<file path="config.mk">
export PLATFORM = sky130hd
export DESIGN_NAME = quadrotor_manual_mode_mixer
export DESIGN_NICKNAME = d
export VERILOG_FILES = /design/src/sv/qmm_pkg.sv /design/src/sv/quadrotor_manual_mode_mixer.sv
export VERILOG_INCLUDE_DIRS = /design/src /design/src/sv
export SDC_FILE = /design/constraint.sdc
export NUM_CORES = 1
export LEC_CHECK = 0
export BUFFER_PORTS_ARGS = -buffer_cell sky130_fd_sc_hd__buf_2
export CAP_MARGIN = 10
export CORE_MARGIN = 1.5
export CORE_UTILIZATION = 50
export CTS_BUF_LIST = sky130_fd_sc_hd__clkbuf_4
export DETAILED_ROUTE_END_ITERATION = 12
export PLACE_DENSITY = 0.68
export SLEW_MARGIN = 25
export SYNTH_ARGS = -nofsm -noshare
export SYNTH_HDL_FRONTEND = slang
export SYNTH_SLANG_ARGS = --single-unit
</file>
<file path="constraint.sdc">
create_clock -name clk -period 11.1 [get_ports clk]
set_clock_uncertainty 0.15 [all_clocks]
set_input_delay 0.555 -clock clk [delete_from_list [all_inputs] [get_ports clk]]
set_output_delay 0.555 -clock clk [all_outputs]
set_load 0.01 [all_outputs]
</file>
<file path="src/sv/assert_macros.svh">
// Assertion macros used by the mixer RTL.
`ifndef ASSERT_MACROS_SVH
`define ASSERT_MACROS_SVH

// Same-cycle implication, checked outside reset.
`define ASSERT_IMPLY(label, ante, cons) \
  label: assert property (@(posedge clk) disable iff (!rst_n) (ante) |-> (cons)) \
    else $error("assertion failed: same-cycle implication");

// Next-cycle implication, checked outside reset.
`define ASSERT_NEXT(label, ante, cons) \
  label: assert property (@(posedge clk) disable iff (!rst_n) (ante) |=> (cons)) \
    else $error("assertion failed: next-cycle implication");

`endif

</file>
<file path="src/sv/qmm_pkg.sv">
// Types, key codes and helpers for the quadrotor manual mode mixer.
package qmm_pkg;

  typedef enum logic [2:0] {
    MODE_SAFE   = 3'd0,
    MODE_PANIC  = 3'd1,
    MODE_MANUAL = 3'd2,
    MODE_CALIB  = 3'd3,
    MODE_YAW    = 3'd4,
    MODE_FULL   = 3'd5
  } mode_t;

  typedef enum logic [0:0] {
    CMD_KEY   = 1'b0,
    CMD_STICK = 1'b1
  } cmd_t;

  typedef enum logic [0:0] {
    CFG_EXIT_KEY   = 1'b0,
    CFG_SWITCH_KEY = 1'b1
  } cfg_idx_t;

  localparam logic [7:0] EXIT_KEY_RST   = 8'd27;
  localparam logic [7:0] SWITCH_KEY_RST = 8'd50;

  localparam logic [7:0] KEY_MODE_LO    = 8'h30;
  localparam logic [7:0] KEY_MODE_HI    = 8'h35;
  localparam logic [7:0] KEY_LIFT_UP    = 8'h61;
  localparam logic [7:0] KEY_LIFT_DN    = 8'h7A;
  localparam logic [7:0] KEY_ROLL_UP    = 8'h43;
  localparam logic [7:0] KEY_ROLL_DN    = 8'h44;
  localparam logic [7:0] KEY_PITCH_DN   = 8'h41;
  localparam logic [7:0] KEY_PITCH_UP   = 8'h42;
  localparam logic [7:0] KEY_YAW_UP     = 8'h77;
  localparam logic [7:0] KEY_YAW_DN     = 8'h71;

  localparam logic signed [7:0] TRIM_MAX  = 8'sd127;
  localparam logic signed [7:0] TRIM_MIN  = -8'sd127;
  localparam logic signed [9:0] RP_MAX    = 10'sd64;
  localparam logic signed [9:0] RP_MIN    = -10'sd64;
  localparam logic signed [9:0] LIFT_MAX  = 10'sd128;
  localparam logic signed [9:0] LIFT_MIN  = 10'sd0;

  // Step a trim by one, saturating at the trim limits.
  function automatic logic signed [7:0] trim_up(input logic signed [7:0] t);
    return (t == TRIM_MAX) ? t : t + 8'sd1;
  endfunction

  function automatic logic signed [7:0] trim_dn(input logic signed [7:0] t);
    return (t == TRIM_MIN) ? t : t - 8'sd1;
  endfunction

  // Divide by four, truncating toward zero.
  function automatic logic signed [8:0] div4_trunc(input logic signed [11:0] v);
    logic signed [11:0] adj;
    adj = v + (v[11] ? 12'sd3 : 12'sd0);
    return adj[10:2];
  endfunction

endpackage

</file>
<file path="src/sv/quadrotor_manual_mode_mixer.sv">
// Quadrotor manual mode mixer: key/stick messages in, flight mode and motor mix out.
//
// Input channel (in_*): one message per word, valid/ready. in_cmd selects a
// key press (in_key_code) or four joystick bytes (in_stick_*).
// Output channel (out_*): exactly one word per accepted message, carrying the
// flight mode, the exit flag and the four motor values after that message.
// Configuration (cfg_*): cfg_we writes cfg_wdata into the exit key code
// (index 0) or the switch key code (index 1); write only while idle.
// Path: a word is registered in the input stage, processed by one level of
// add/clamp/mix logic and registered in the output stage that drives out_*.
// Throughput: one word per cycle unless stalled; the state update and result
// register load happen at the same edge, so the next word sees the new state.
// Stall: when out_ready is low the result holds, one more word waits in the
// input register, and in_ready drops only once both are full.
// Reset (rst_n low, synchronous): both stages empty, safe mode, exit flag,
// trims, joystick values, combined axes and motors cleared, key codes back
// to their defaults (27 and 50).
`include "assert_macros.svh"

module quadrotor_manual_mode_mixer (
  input  logic              clk,
  input  logic              rst_n,
  input  logic              cfg_we,
  input  logic [0:0]        cfg_index,
  input  logic [7:0]        cfg_wdata,
  input  logic              in_valid,
  output logic              in_ready,
  input  logic              in_cmd,
  input  logic [7:0]        in_key_code,
  input  logic [7:0]        in_stick_roll,
  input  logic [7:0]        in_stick_pitch,
  input  logic [7:0]        in_stick_yaw,
  input  logic [7:0]        in_stick_lift,
  output logic              out_valid,
  input  logic              out_ready,
  output logic [2:0]        out_flight_mode,
  output logic              out_exit_done,
  output logic signed [8:0] out_motor_one,
  output logic signed [8:0] out_motor_two,
  output logic signed [8:0] out_motor_three,
  output logic signed [8:0] out_motor_four
);

  // configuration
  logic [7:0] exit_key_r, switch_key_r;

  // input stage
  logic       s1_v_r;
  logic       s1_cmd_r;
  logic [7:0] s1_key_r, s1_roll_r, s1_pitch_r, s1_yaw_r, s1_lift_r;

  // output stage
  logic              out_v_r;
  qmm_pkg::mode_t    out_mode_r;
  logic              out_exit_r;
  logic signed [8:0] out_m1_r, out_m2_r, out_m3_r, out_m4_r;

  // block state
  qmm_pkg::mode_t    mode_r, mode_nxt;
  logic              exit_r, exit_nxt;
  logic signed [7:0] tr_lift_r, tr_roll_r, tr_pitch_r, tr_yaw_r;
  logic signed [7:0] tr_lift_nxt, tr_roll_nxt, tr_pitch_nxt, tr_yaw_nxt;
  logic [7:0]        joy_roll_r, joy_pitch_r, joy_yaw_r, joy_lift_r;
  logic [7:0]        joy_roll_nxt, joy_pitch_nxt, joy_yaw_nxt, joy_lift_nxt;
  logic signed [7:0] ax_roll_r, ax_yaw_r, ax_roll_nxt, ax_yaw_nxt;
  logic signed [9:0] ax_pitch_r, ax_pitch_nxt;
  logic [7:0]        ax_lift_r, ax_lift_nxt;
  logic signed [8:0] mot1_r, mot2_r, mot3_r, mot4_r;
  logic signed [8:0] mot1_nxt, mot2_nxt, mot3_nxt, mot4_nxt;

  logic              adv;
  logic              recomp;
  logic              axes_zero, is_exit, is_switch, key_ok;
  logic signed [9:0] sum_roll, sum_yaw, sum_lift;
  logic signed [11:0] e_roll2, e_pitch2, e_yaw, e_lift;

  assign adv      = s1_v_r && (!out_v_r || out_ready);
  assign in_ready = !s1_v_r || adv;
  assign recomp   = !exit_r && (mode_r == qmm_pkg::MODE_MANUAL);

  assign axes_zero = (ax_roll_r == '0) && (ax_pitch_r == '0) &&
                     (ax_yaw_r == '0) && (ax_lift_r == '0);
  assign is_exit   = (s1_key_r == exit_key_r);
  assign is_switch = (s1_key_r == switch_key_r);

  always_comb begin
    mode_nxt      = mode_r;
    exit_nxt      = exit_r;
    tr_lift_nxt   = tr_lift_r;
    tr_roll_nxt   = tr_roll_r;
    tr_pitch_nxt  = tr_pitch_r;
    tr_yaw_nxt    = tr_yaw_r;
    joy_roll_nxt  = joy_roll_r;
    joy_pitch_nxt = joy_pitch_r;
    joy_yaw_nxt   = joy_yaw_r;
    joy_lift_nxt  = joy_lift_r;
    key_ok        = !is_switch || axes_zero;

    if (!exit_r && mode_r == qmm_pkg::MODE_SAFE) begin
      if (s1_cmd_r == qmm_pkg::CMD_KEY) begin
        // exit test wins when both key codes match
        if (is_exit) begin
          if (axes_zero) exit_nxt = 1'b1;
        end else if (is_switch && axes_zero) begin
          mode_nxt = qmm_pkg::MODE_MANUAL;
        end
      end
    end else if (!exit_r && mode_r == qmm_pkg::MODE_MANUAL) begin
      if (s1_cmd_r == qmm_pkg::CMD_KEY) begin
        if (key_ok) begin
          if (s1_key_r inside {[qmm_pkg::KEY_MODE_LO:qmm_pkg::KEY_MODE_HI]}) begin
            mode_nxt = qmm_pkg::mode_t'(s1_key_r[2:0]);
          end else begin
            case (s1_key_r)
              qmm_pkg::KEY_LIFT_UP:  tr_lift_nxt  = qmm_pkg::trim_up(tr_lift_r);
              qmm_pkg::KEY_LIFT_DN:  tr_lift_nxt  = qmm_pkg::trim_dn(tr_lift_r);
              qmm_pkg::KEY_ROLL_UP:  tr_roll_nxt  = qmm_pkg::trim_up(tr_roll_r);
              qmm_pkg::KEY_ROLL_DN:  tr_roll_nxt  = qmm_pkg::trim_dn(tr_roll_r);
              qmm_pkg::KEY_PITCH_UP: tr_pitch_nxt = qmm_pkg::trim_up(tr_pitch_r);
              qmm_pkg::KEY_PITCH_DN: tr_pitch_nxt = qmm_pkg::trim_dn(tr_pitch_r);
              qmm_pkg::KEY_YAW_UP:   tr_yaw_nxt   = qmm_pkg::trim_up(tr_yaw_r);
              qmm_pkg::KEY_YAW_DN:   tr_yaw_nxt   = qmm_pkg::trim_dn(tr_yaw_r);
              default: ;
            endcase
          end
        end
      end else begin
        joy_roll_nxt  = s1_roll_r;
        joy_pitch_nxt = s1_pitch_r;
        joy_yaw_nxt   = s1_yaw_r;
        joy_lift_nxt  = s1_lift_r;
      end
    end
  end

  // Recompute the combined axes from the updated trims and stick values.
  assign sum_roll     = {{2{tr_roll_nxt[7]}}, tr_roll_nxt} + $signed({2'b00, joy_roll_nxt});
  assign ax_pitch_nxt = {{2{tr_pitch_nxt[7]}}, tr_pitch_nxt} +
                        $signed({2'b00, joy_pitch_nxt});
  assign sum_yaw      = {{2{tr_yaw_nxt[7]}}, tr_yaw_nxt} + $signed({2'b00, joy_yaw_nxt});
  assign sum_lift     = {{2{tr_lift_nxt[7]}}, tr_lift_nxt} + $signed({2'b00, joy_lift_nxt});

  always_comb begin
    if (sum_roll > qmm_pkg::RP_MAX)      ax_roll_nxt = qmm_pkg::RP_MAX[7:0];
    else if (sum_roll < qmm_pkg::RP_MIN) ax_roll_nxt = qmm_pkg::RP_MIN[7:0];
    else                                 ax_roll_nxt = sum_roll[7:0];

    if (sum_yaw > qmm_pkg::RP_MAX)       ax_yaw_nxt = qmm_pkg::RP_MAX[7:0];
    else if (sum_yaw < qmm_pkg::RP_MIN)  ax_yaw_nxt = qmm_pkg::RP_MIN[7:0];
    else                                 ax_yaw_nxt = sum_yaw[7:0];

    if (sum_lift > qmm_pkg::LIFT_MAX)      ax_lift_nxt = qmm_pkg::LIFT_MAX[7:0];
    else if (sum_lift < qmm_pkg::LIFT_MIN) ax_lift_nxt = qmm_pkg::LIFT_MIN[7:0];
    else                                   ax_lift_nxt = sum_lift[7:0];
  end

  // X-configuration mix
  assign e_roll2  = {{3{ax_roll_nxt[7]}}, ax_roll_nxt, 1'b0};
  assign e_pitch2 = {ax_pitch_nxt[9], ax_pitch_nxt, 1'b0};
  assign e_yaw    = {{4{ax_yaw_nxt[7]}}, ax_yaw_nxt};
  assign e_lift   = $signed({4'b0000, ax_lift_nxt});

  assign mot1_nxt = qmm_pkg::div4_trunc(e_lift + e_pitch2 - e_yaw);
  assign mot2_nxt = qmm_pkg::div4_trunc(e_lift - e_roll2 + e_yaw);
  assign mot3_nxt = qmm_pkg::div4_trunc(e_lift - e_pitch2 - e_yaw);
  assign mot4_nxt = qmm_pkg::div4_trunc(e_lift + e_roll2 + e_yaw);

  // payload of the input stage
  always_ff @(posedge clk) begin
    if (in_valid && in_ready) begin
      s1_cmd_r   <= in_cmd;
      s1_key_r   <= in_key_code;
      s1_roll_r  <= in_stick_roll;
      s1_pitch_r <= in_stick_pitch;
      s1_yaw_r   <= in_stick_yaw;
      s1_lift_r  <= in_stick_lift;
    end
  end

  // payload of the output stage
  always_ff @(posedge clk) begin
    if (adv) begin
      out_mode_r <= mode_nxt;
      out_exit_r <= exit_nxt;
      out_m1_r   <= recomp ? mot1_nxt : mot1_r;
      out_m2_r   <= recomp ? mot2_nxt : mot2_r;
      out_m3_r   <= recomp ? mot3_nxt : mot3_r;
      out_m4_r   <= recomp ? mot4_nxt : mot4_r;
    end
  end

  always_ff @(posedge clk) begin
    if (!rst_n) begin
      exit_key_r   <= qmm_pkg::EXIT_KEY_RST;
      switch_key_r <= qmm_pkg::SWITCH_KEY_RST;
      s1_v_r       <= 1'b0;
      out_v_r      <= 1'b0;
      mode_r       <= qmm_pkg::MODE_SAFE;
      exit_r       <= 1'b0;
      tr_lift_r    <= '0;
      tr_roll_r    <= '0;
      tr_pitch_r   <= '0;
      tr_yaw_r     <= '0;
      joy_roll_r   <= '0;
      joy_pitch_r  <= '0;
      joy_yaw_r    <= '0;
      joy_lift_r   <= '0;
      ax_roll_r    <= '0;
      ax_pitch_r   <= '0;
      ax_yaw_r     <= '0;
      ax_lift_r    <= '0;
      mot1_r       <= '0;
      mot2_r       <= '0;
      mot3_r       <= '0;
      mot4_r       <= '0;
    end else begin
      if (cfg_we) begin
        if (cfg_index == qmm_pkg::CFG_EXIT_KEY) exit_key_r <= cfg_wdata;
        else                                    switch_key_r <= cfg_wdata;
      end
      if (in_ready) s1_v_r <= in_valid;
      if (adv)            out_v_r <= 1'b1;
      else if (out_ready) out_v_r <= 1'b0;
      if (adv) begin
        mode_r       <= mode_nxt;
        exit_r       <= exit_nxt;
        tr_lift_r    <= tr_lift_nxt;
        tr_roll_r    <= tr_roll_nxt;
        tr_pitch_r   <= tr_pitch_nxt;
        tr_yaw_r     <= tr_yaw_nxt;
        joy_roll_r   <= joy_roll_nxt;
        joy_pitch_r  <= joy_pitch_nxt;
        joy_yaw_r    <= joy_yaw_nxt;
        joy_lift_r   <= joy_lift_nxt;
        // combined axes and motors move only on a manual-mode word
        if (recomp) begin
          ax_roll_r  <= ax_roll_nxt;
          ax_pitch_r <= ax_pitch_nxt;
          ax_yaw_r   <= ax_yaw_nxt;
          ax_lift_r  <= ax_lift_nxt;
          mot1_r     <= mot1_nxt;
          mot2_r     <= mot2_nxt;
          mot3_r     <= mot3_nxt;
          mot4_r     <= mot4_nxt;
        end
      end
    end
  end

  assign out_valid       = out_v_r;
  assign out_flight_mode = out_mode_r;
  assign out_exit_done   = out_exit_r;
  assign out_motor_one   = out_m1_r;
  assign out_motor_two   = out_m2_r;
  assign out_motor_three = out_m3_r;
  assign out_motor_four  = out_m4_r;

  `ASSERT_NEXT(a_exit_sticky, exit_r, exit_r)
  `ASSERT_NEXT(a_exit_freezes_mode, exit_r, $stable(mode_r))
  `ASSERT_NEXT(a_state_moves_on_word, !adv, $stable(mode_r) && $stable(ax_pitch_r))
  `ASSERT_IMPLY(a_lift_in_range, 1'b1, ax_lift_r <= qmm_pkg::LIFT_MAX[7:0])
  `ASSERT_IMPLY(a_full_blocks_input, s1_v_r && out_v_r && !out_ready, !in_ready)

endmodule
</file>
==> results of run 1 <==
[cell usage after synthesis, drive strengths merged, types with 31 or more instances]
cell    number  area share [%]
xnor2       58             3.2
nor2       131             3.1
dfxtp      156              20
inv        137             3.2
fa          34             4.3
a21oi      153             4.8
edfxtp      81              15
xor2        51             2.8
clkbuf      70             1.6
a211oi      42             2.0
nand2      281             6.6
nor3        31            0.97
o21ai      109             3.4
nand3       63             2.0
ha         102             8.0
[cell usage in the layout, fill, tap and decap left out, drive strengths merged, types with 21 or more instances in the layout]
master,n
xnor2,58
nor3,31
dlygate4sd3,51
a211oi,42
nor2b,21
nand3,63
ha,102
nand2b,28
nand2,281
xor2,51
a21oi,153
inv,137
dfxtp,156
edfxtp,81
a21o,26
fa,34
nor2,131
buf,112
o21ai,109
mux2,28
clkbuf,99
[what timing repair did]
action                     4_1_cts  5_1_grt
hold endpoints to repair        59        0
gates resized for setup          0        3
hold buffers                    51        0
setup endpoints to repair        0        2
[metal layers]
| layer | share of wire, % | vias up | routed length [um] |
|---|---|---|---|
| li1 | - | 6985 | - |
| met1 | 44 | 6419 | 17470 |
| met2 | 47 | 395 | 18640 |
| met3 | 5.4 | 87 | 2132 |
| met4 | 3.6 | 0 | 1436 |
| met5 | 0 | - | 0 |
[stage by stage]
| stage | power (uW) | setup WS, ns | hold WS, ns |
|---|---|---|---|
| 2_1_floorplan | 1349 | 1.452 | 0.2829 |
| 3_3_place_gp | 1458 | 0.8763 | 0.2876 |
| 3_5_place_dp | 1469 | 0.5947 | 0.2935 |
| 4_1_cts | 2355 | 0.5773 | 0.01927 |
| 5_1_grt | 2464 | 0.07968 | 0.06142 |
| 6_report | 2328 | 0.8886 | 0.09904 |
[cells by family after synthesis]
logic type	synth area share (%)
buf+inv	5.463
flops	34.70
mux	2.751
xor+xnor	6.010
simple gates	20.27
compound gates	18.58
fa+ha+maj	12.22
[cell type report]
class	instances	area, um2	share of cell area (%)
diodes	2	5.005	0.02750
clock buffers	99	743.2	4.084
clock inverters	17	156.4	0.8595
inverters	137	518.0	2.847
multi-input cells	1433	9602	52.76
flip-flops and latches	237	5555	30.53
well taps	402	503.0	2.764
repair buffers	163	1115	6.126
[worst max-delay path, delay by kind of cell (launching register included)]
kind | cells | cell delay, ns
adder cells (fa/ha/maj) | 4 | 1.63
AND/OR/NAND/NOR | 14 | 2.68
buffers and inverters | 2 | 0.37
XOR/XNOR | 3 | 0.43
flip-flops | 1 | 0.55
AO/OA/AOI/OAI | 17 | 4.37
[state kept, by name, summed over array words and instances, names as in the netlist, 9 cells and up]
register and cells:
out_motor_two 9, mot4_r 9, mot3_r 9, mot2_r 9, out_motor_one 9, ax_pitch_r 10
out_motor_three 9, out_motor_four 9, mot1_r 9
[path summary, 6_finish.rpt]
kind / from / endpoint / slack, ns / depth (start not counted)
max: s1_key_r[0]$_DFFE_PP_ / mot1_r[8]$_SDFFE_PN0P_ / 0.89 / 40
min reg2reg: joy_roll_r[3]$_SDFFE_PN0P_ / joy_roll_r[3]$_SDFFE_PN0P_ / 0.30 / 2
min: cfg_index / exit_key_r[2]$_SDFFE_PN0P_ / 0.1 / 4
max reg2reg: s1_key_r[0]$_DFFE_PP_ / mot1_r[8]$_SDFFE_PN0P_ / 0.89 / 40
[power by group]
group          switching [uW]  internal [uW]  total [uW]
registers                15.9            920         936
clock network             383            477         860
logic                     321            212         533
total                     719           1610        2330
==> out/results.txt, run 1 <==
status - finished, final reports clean
# rows - 65
first-pass GRT wire length - 64370 um
instance area at placement - 0.01677 mm2
pin count of the biggest net entering global routing - 96
die boundary width - 181.9 um
final number of hold-violating endpoints - 0
dominant synthesized flop cell - dfxtp_1
max-slew violations - 0
Mapped Nets - 2089
Port Buffer Count - 96
synth warn - 0
total negative setup slack - 0 ns
Final #Nets - 2229
routed length per placed instance - 15.94 um
Post-route DRC - 0
max frequency - 97.93 MHz
Post-Route WL - 39680 um
slowest stage cell on the critical path - edfxtp_1
post-synthesis instance total - 1898
antenna violations before repair - 1
Crit path largest cell delay - 0.55 ns
grt total ovfl - 0
routability-driven placement congestion ratio - 0.9239
count of routing violations after the opening detailed-route iteration - 834
Design Area, Final - 0.01820 mm2
overall routing resource usage - 24.05%
Avg Synthesized Cell Area - 8.435 um2
Top Usage Layer GRT - met2
top-level port count - 97
Mapped Area - 0.01601 mm2
count of antenna-violating nets left after detailed routing - 0
CTS H-Tree Depth - 3
endpoint arrival time on the critical path - 10.73 ns
number of sinks on the clock net - 237
final design utilization - 57.67%
Pre-antenna DRT Iters - 6
number of buffers inserted to repair setup after CTS - 0
Slew headroom - 36.90%
proportion of synthesized chip area in sequential cells - 34.70%
area added between synthesis and finish - 13.66%
number of vias per cell - 5.577
Post-DP HPWL - 28240 um
static power due to leakage - 0.007623 uW
Crit Path Max Fanout - 11
Placed Instances - 2321
Worst IR Drop VDD - 93.84 uV
grt met2 use - 41.58%
WS Path Type - reg2reg
height of the die - 181.9 um
clock transition at the register clock pins on the worst setup and hold paths after CTS - 0.07 ns
number of buffers between clock root and the deepest sink - 3
register bit count reported by yosys - 237
worst path required time - 11.62 ns
fin crit period - 10.21 ns
final standard cell count with taps included and fillers excluded - 2490
power density relative to cell area - 127.9 mW/mm2
period utilization - 91.99%
number of enable flip-flop cells after synthesis - 81
async set or reset register ratio after synthesis - 0%
root buffer selected by CTS - clkbuf_4
CTS tree - yes
Critical Path Start Type - flip-flop
TritonCTS Buffers - 66
met3 demand-to-capacity share in global routing - 4.653%
unrepaired setup endpoints after global routing - no
Final Setup Violations - 0
share of layout cells above drive strength 1 - 13.47%
count of vias placed by the detailed router - 13890
clock insertion delay at the later pin of the skew report - 0.74 ns
area of the core region - 0.03156 mm2
Worst setup EP type - flip-flop
Filler Cells Inserted - 2861
area of the die - 0.03310 mm2
class of the tightest hold or removal check - in2reg
global-route met1 utilization - 28.69%
max_cap viols - 0
vias in the first global route - 13350
transition time at the pin with the least slew margin - 0.9465 ns
starting density of the core - 50.74%
Distinct cells, synth - 88
No activity file was read; power rests on OpenSTA's default activity.
==> run 2, diff against run 1 <==
Settings changed: ABC_AREA from default to 1.
==> run 2 against run 1 <==
Net effect:
- sequential power grew 5.9%
- non-clock buffer count shrank 7
- wire length grew 9.8%
- sequential cell count is the same
- power grew 53%
- highest routed layer unchanged
- die area grew 1.5%
- count of clock-buffer cells in the layout grew 1
- register-to-register slack gained 0.26 ns
- core utilization grew 0.40 points
- largest cell class unchanged
- critical path depth grew 7
==> out/results.txt, run 2 <==
static power due to leakage - 0.009118 uW (was 0.007623 uW)
Post-Route WL - 43560 um (was 39680 um)
top-level port count - 97 (unchanged)
final standard cell count with taps included and fillers excluded - 2838 (was 2490)
Post-route DRC - 0 (unchanged)
overall routing resource usage - 26.10% (was 24.05%)
Crit path max-delay family - simple AND/OR/NAND/NOR gates (was compound AO/OA/AOI/OAI gates)
share of layout cells above drive strength 1 - 12.11% (was 13.47%)
Post-Synth XOR/XNOR Area - 4.843% (was 6.010%)
max_cap viols - 0 (unchanged)
number of sinks on the clock net - 237 (unchanged)
worst path required time - 11.48 ns (was 11.62 ns)
proportion of netlist area held by the largest area contributor - 19.22% (was 19.51%)
multiplexer share of the synthesized area - 0% (was 2.751%)
Port Buffer Count - 96 (unchanged)
register bit count reported by yosys - 237 (unchanged)
synth warn - 0 (unchanged)
max-slew violations - 0 (unchanged)
count of antenna-violating nets left after detailed routing - 0 (unchanged)
clock transition at the register clock pins on the worst setup and hold paths after CTS - 0.06 ns (was 0.07 ns)
Worst setup EP type - flip-flop (unchanged)
Pre-antenna DRT Iters - 5 (was 6)
Final #Nets - 2545 (was 2229)
post-synthesis instance total - 2200 (was 1898)
routed length per placed instance - 15.35 um (was 15.94 um)
number of enable flip-flop cells after synthesis - 81 (unchanged)
total area of sequential cells - 0.005555 mm2 (unchanged)
Critical Path Start Type - flip-flop (unchanged)
vias in the first global route - 13740 (was 13350)
power density relative to cell area - 193.4 mW/mm2 (was 127.9 mW/mm2)
Final Setup Violations - 0 (unchanged)
Avg Synthesized Cell Area - 7.387 um2 (was 8.435 um2)
Filler Cells Inserted - 2943 (was 2861)
largest family of logic cells by synthesized area - simple AND/OR/NAND/NOR gates (unchanged)
count of routing violations after the opening detailed-route iteration - 947 (was 834)
Mapped Area - 0.01625 mm2 (was 0.01601 mm2)
routability-driven placement congestion ratio - 0.9433 (was 0.9239)
WS Path Type - reg2reg (unchanged)
simple-gate share of the synthesized area - 18.94% (was 20.27%)
number of buffers inserted to repair setup after CTS - 0 (unchanged)
Slew headroom - 32.73% (was 36.90%)
grt total ovfl - 0 (unchanged)
most numerous cell on the critical path - nand2_1
antenna violations before repair - 1 (unchanged)
CTS tree - yes (unchanged)
area of the core region - 0.03180 mm2 (was 0.03156 mm2)
count of vias placed by the detailed router - 14750 (was 13890)
final number of hold-violating endpoints - 0 (unchanged)
Design Area, Final - 0.01846 mm2 (was 0.01820 mm2)
root buffer selected by CTS - clkbuf_4 (unchanged)
die boundary width - 183.3 um (was 181.9 um)
endpoint arrival time on the critical path - 10.33 ns (was 10.73 ns)
async set or reset register ratio after synthesis - 0% (unchanged)
TritonCTS Buffers - 66 (unchanged)
starting density of the core - 51.10% (was 50.74%)
clock insertion delay at the later pin of the skew report - 0.70 ns (was 0.74 ns)
post-cts gate resize count - 0 (unchanged)
class of the tightest hold or removal check - in2reg (unchanged)
fin crit period - 9.946 ns (was 10.21 ns)
slowest stage cell on the critical path - nand2_2 (was edfxtp_1)
number of buffers between clock root and the deepest sink - 3 (unchanged)
max frequency - 100.5 MHz (was 97.93 MHz)
most frequent standard cell in the layout excluding fill and tap cells - inv_1 (was nand2_1)
status - finished, final reports clean (unchanged)
most frequent cells in the layout - inv_1 (416), nand2_1 (340), a21oi_1 (220) (was nand2_1 (281), dfxtp_1 (156), a21oi_1 (152))
Crit path largest cell delay - 0.63 ns (was 0.55 ns)
Placed Instances - 2671 (was 2321)
instance area at placement - 0.01709 mm2 (was 0.01677 mm2)
total negative setup slack - 0 ns (unchanged)
Distinct cells, synth - 62 (was 88)
# rows - 65 (unchanged)
height of the die - 183.3 um (was 181.9 um)
pin count of the biggest net entering global routing - 108 (was 96)
unrepaired setup endpoints after global routing - no (unchanged)
area of combinational cells with multiple inputs - 0.008795 mm2 (was 0.009602 mm2)
Post-DP HPWL - 32160 um (was 28240 um)
area added between synthesis and finish - 13.62% (was 13.66%)
register with the highest flop count - ax_pitch_r (unchanged)
transition time at the pin with the least slew margin - 1.009 ns (was 0.9465 ns)
Mapped Nets - 2391 (was 2089)
Compound-Gate Fraction of Synth Area - 18.16% (was 18.58%)
period utilization - 89.61% (was 91.99%)
dominant synthesized flop cell - dfxtp_1 (unchanged)
number of buffer and inverter instances along the worst setup path - 10 (was 2)
Worst IR Drop VDD - 102.4 uV (was 93.84 uV)
number of vias per cell - 5.198 (was 5.577)
cell type contributing the most total cell area after synthesis - dfxtp_1 (unchanged)
area of the die - 0.03359 mm2 (was 0.03310 mm2)
CTS H-Tree Depth - 3 (unchanged)
flip-flop count of the largest register after layout - 10 (unchanged)
first-pass GRT wire length - 69450 um (was 64370 um)
Crit Path Max Fanout - 48 (was 11)
cell types with the highest counts after synthesis - inv_1 (418), nand2_1 (342), a21oi_1 (220) (was nand2_1 (281), dfxtp_1 (156), a21oi_1 (152))
top-count cell post-synth - inv_1 (was nand2_1)
hold buffers post-CTS - 50 (was 51)
proportion of synthesized chip area in sequential cells - 34.19% (was 34.70%)
leading cell types by total area after synthesis - dfxtp_1 (19%), edfxtp_1 (15%), inv_1 (9.7%) (was dfxtp_1 (20%), edfxtp_1 (15%), ha_1 (8.0%))
post-synthesis adder-cell area fraction - 12.04% (was 12.22%)
run 2: power by group:
group	leakage, uW	switching (uW)	internal [uW]
registers	0.00206	31.3	960
clock network	0.000517	376	457
logic	0.00654	1160	588
total	0.00912	1570	2010
run 2: worst min-delay path, cell delays in order:
cell and delay [ns]:
buf_2 0.07, inv_1 0.04, nand3_1 0.10, a21oi_1 0.08
run 2: cell type report:
type	count	share of cell area (%)
tap	435	2.948
clock buffer	100	4.066
multi-input combinational	1456	47.63
antenna	1	0.01355
timing repair buffer	156	5.719
clock inverter	16	0.6370
inverter	437	8.897
sequential	237	30.09
run 2: kinds of logic after synthesis:
family / count (synthesis)
buf+inv: 507
compound gates: 540
flops: 237
simple gates: 691
fa+ha+maj: 136
xor+xnor: 89
run 2: path summary, 6_finish.rpt:
| kind | end | slack, ns | cells after the start | from |
|---|---|---|---|---|
| worst min register to register | mot1_r[0]$_SDFFE_PN0P_ | 0.32 | 2 | mot1_r[0]$_SDFFE_PN0P_ |
| worst max-delay path | out_motor_one[8]$_DFFE_PP_ | 1.15 | 47 | exit_r$_SDFFE_PN0P_ |
| worst max register to register | out_motor_one[8]$_DFFE_PP_ | 1.15 | 47 | exit_r$_SDFFE_PN0P_ |
| worst min-delay path | s1_v_r$_SDFFE_PN0N_ | 0.06 | 4 | out_ready |
run 2: layer usage:
layer	wire, um	global-route usage [%]	part of all wire, %
met1	19920	34.55	46
met2	19750	41.66	45
met3	2190	4.091	5.0
met5	0	0	0
met4	1700	12.69	3.9
run 2: stage by stage:
stage	hold WS [ns]	power (uW)	utilization, %	setup slack (ns)
2_1_floorplan	0.2935	2301	-	3.145
3_3_place_gp	0.3025	2685	53.75	1.461
3_5_place_dp	0.3101	2712	53.75	1.259
4_1_cts	0.01196	3578	58.06	1.243
5_1_grt	0.04687	3864	58.06	0.2538
6_report	0.05812	3572	58.06	1.154
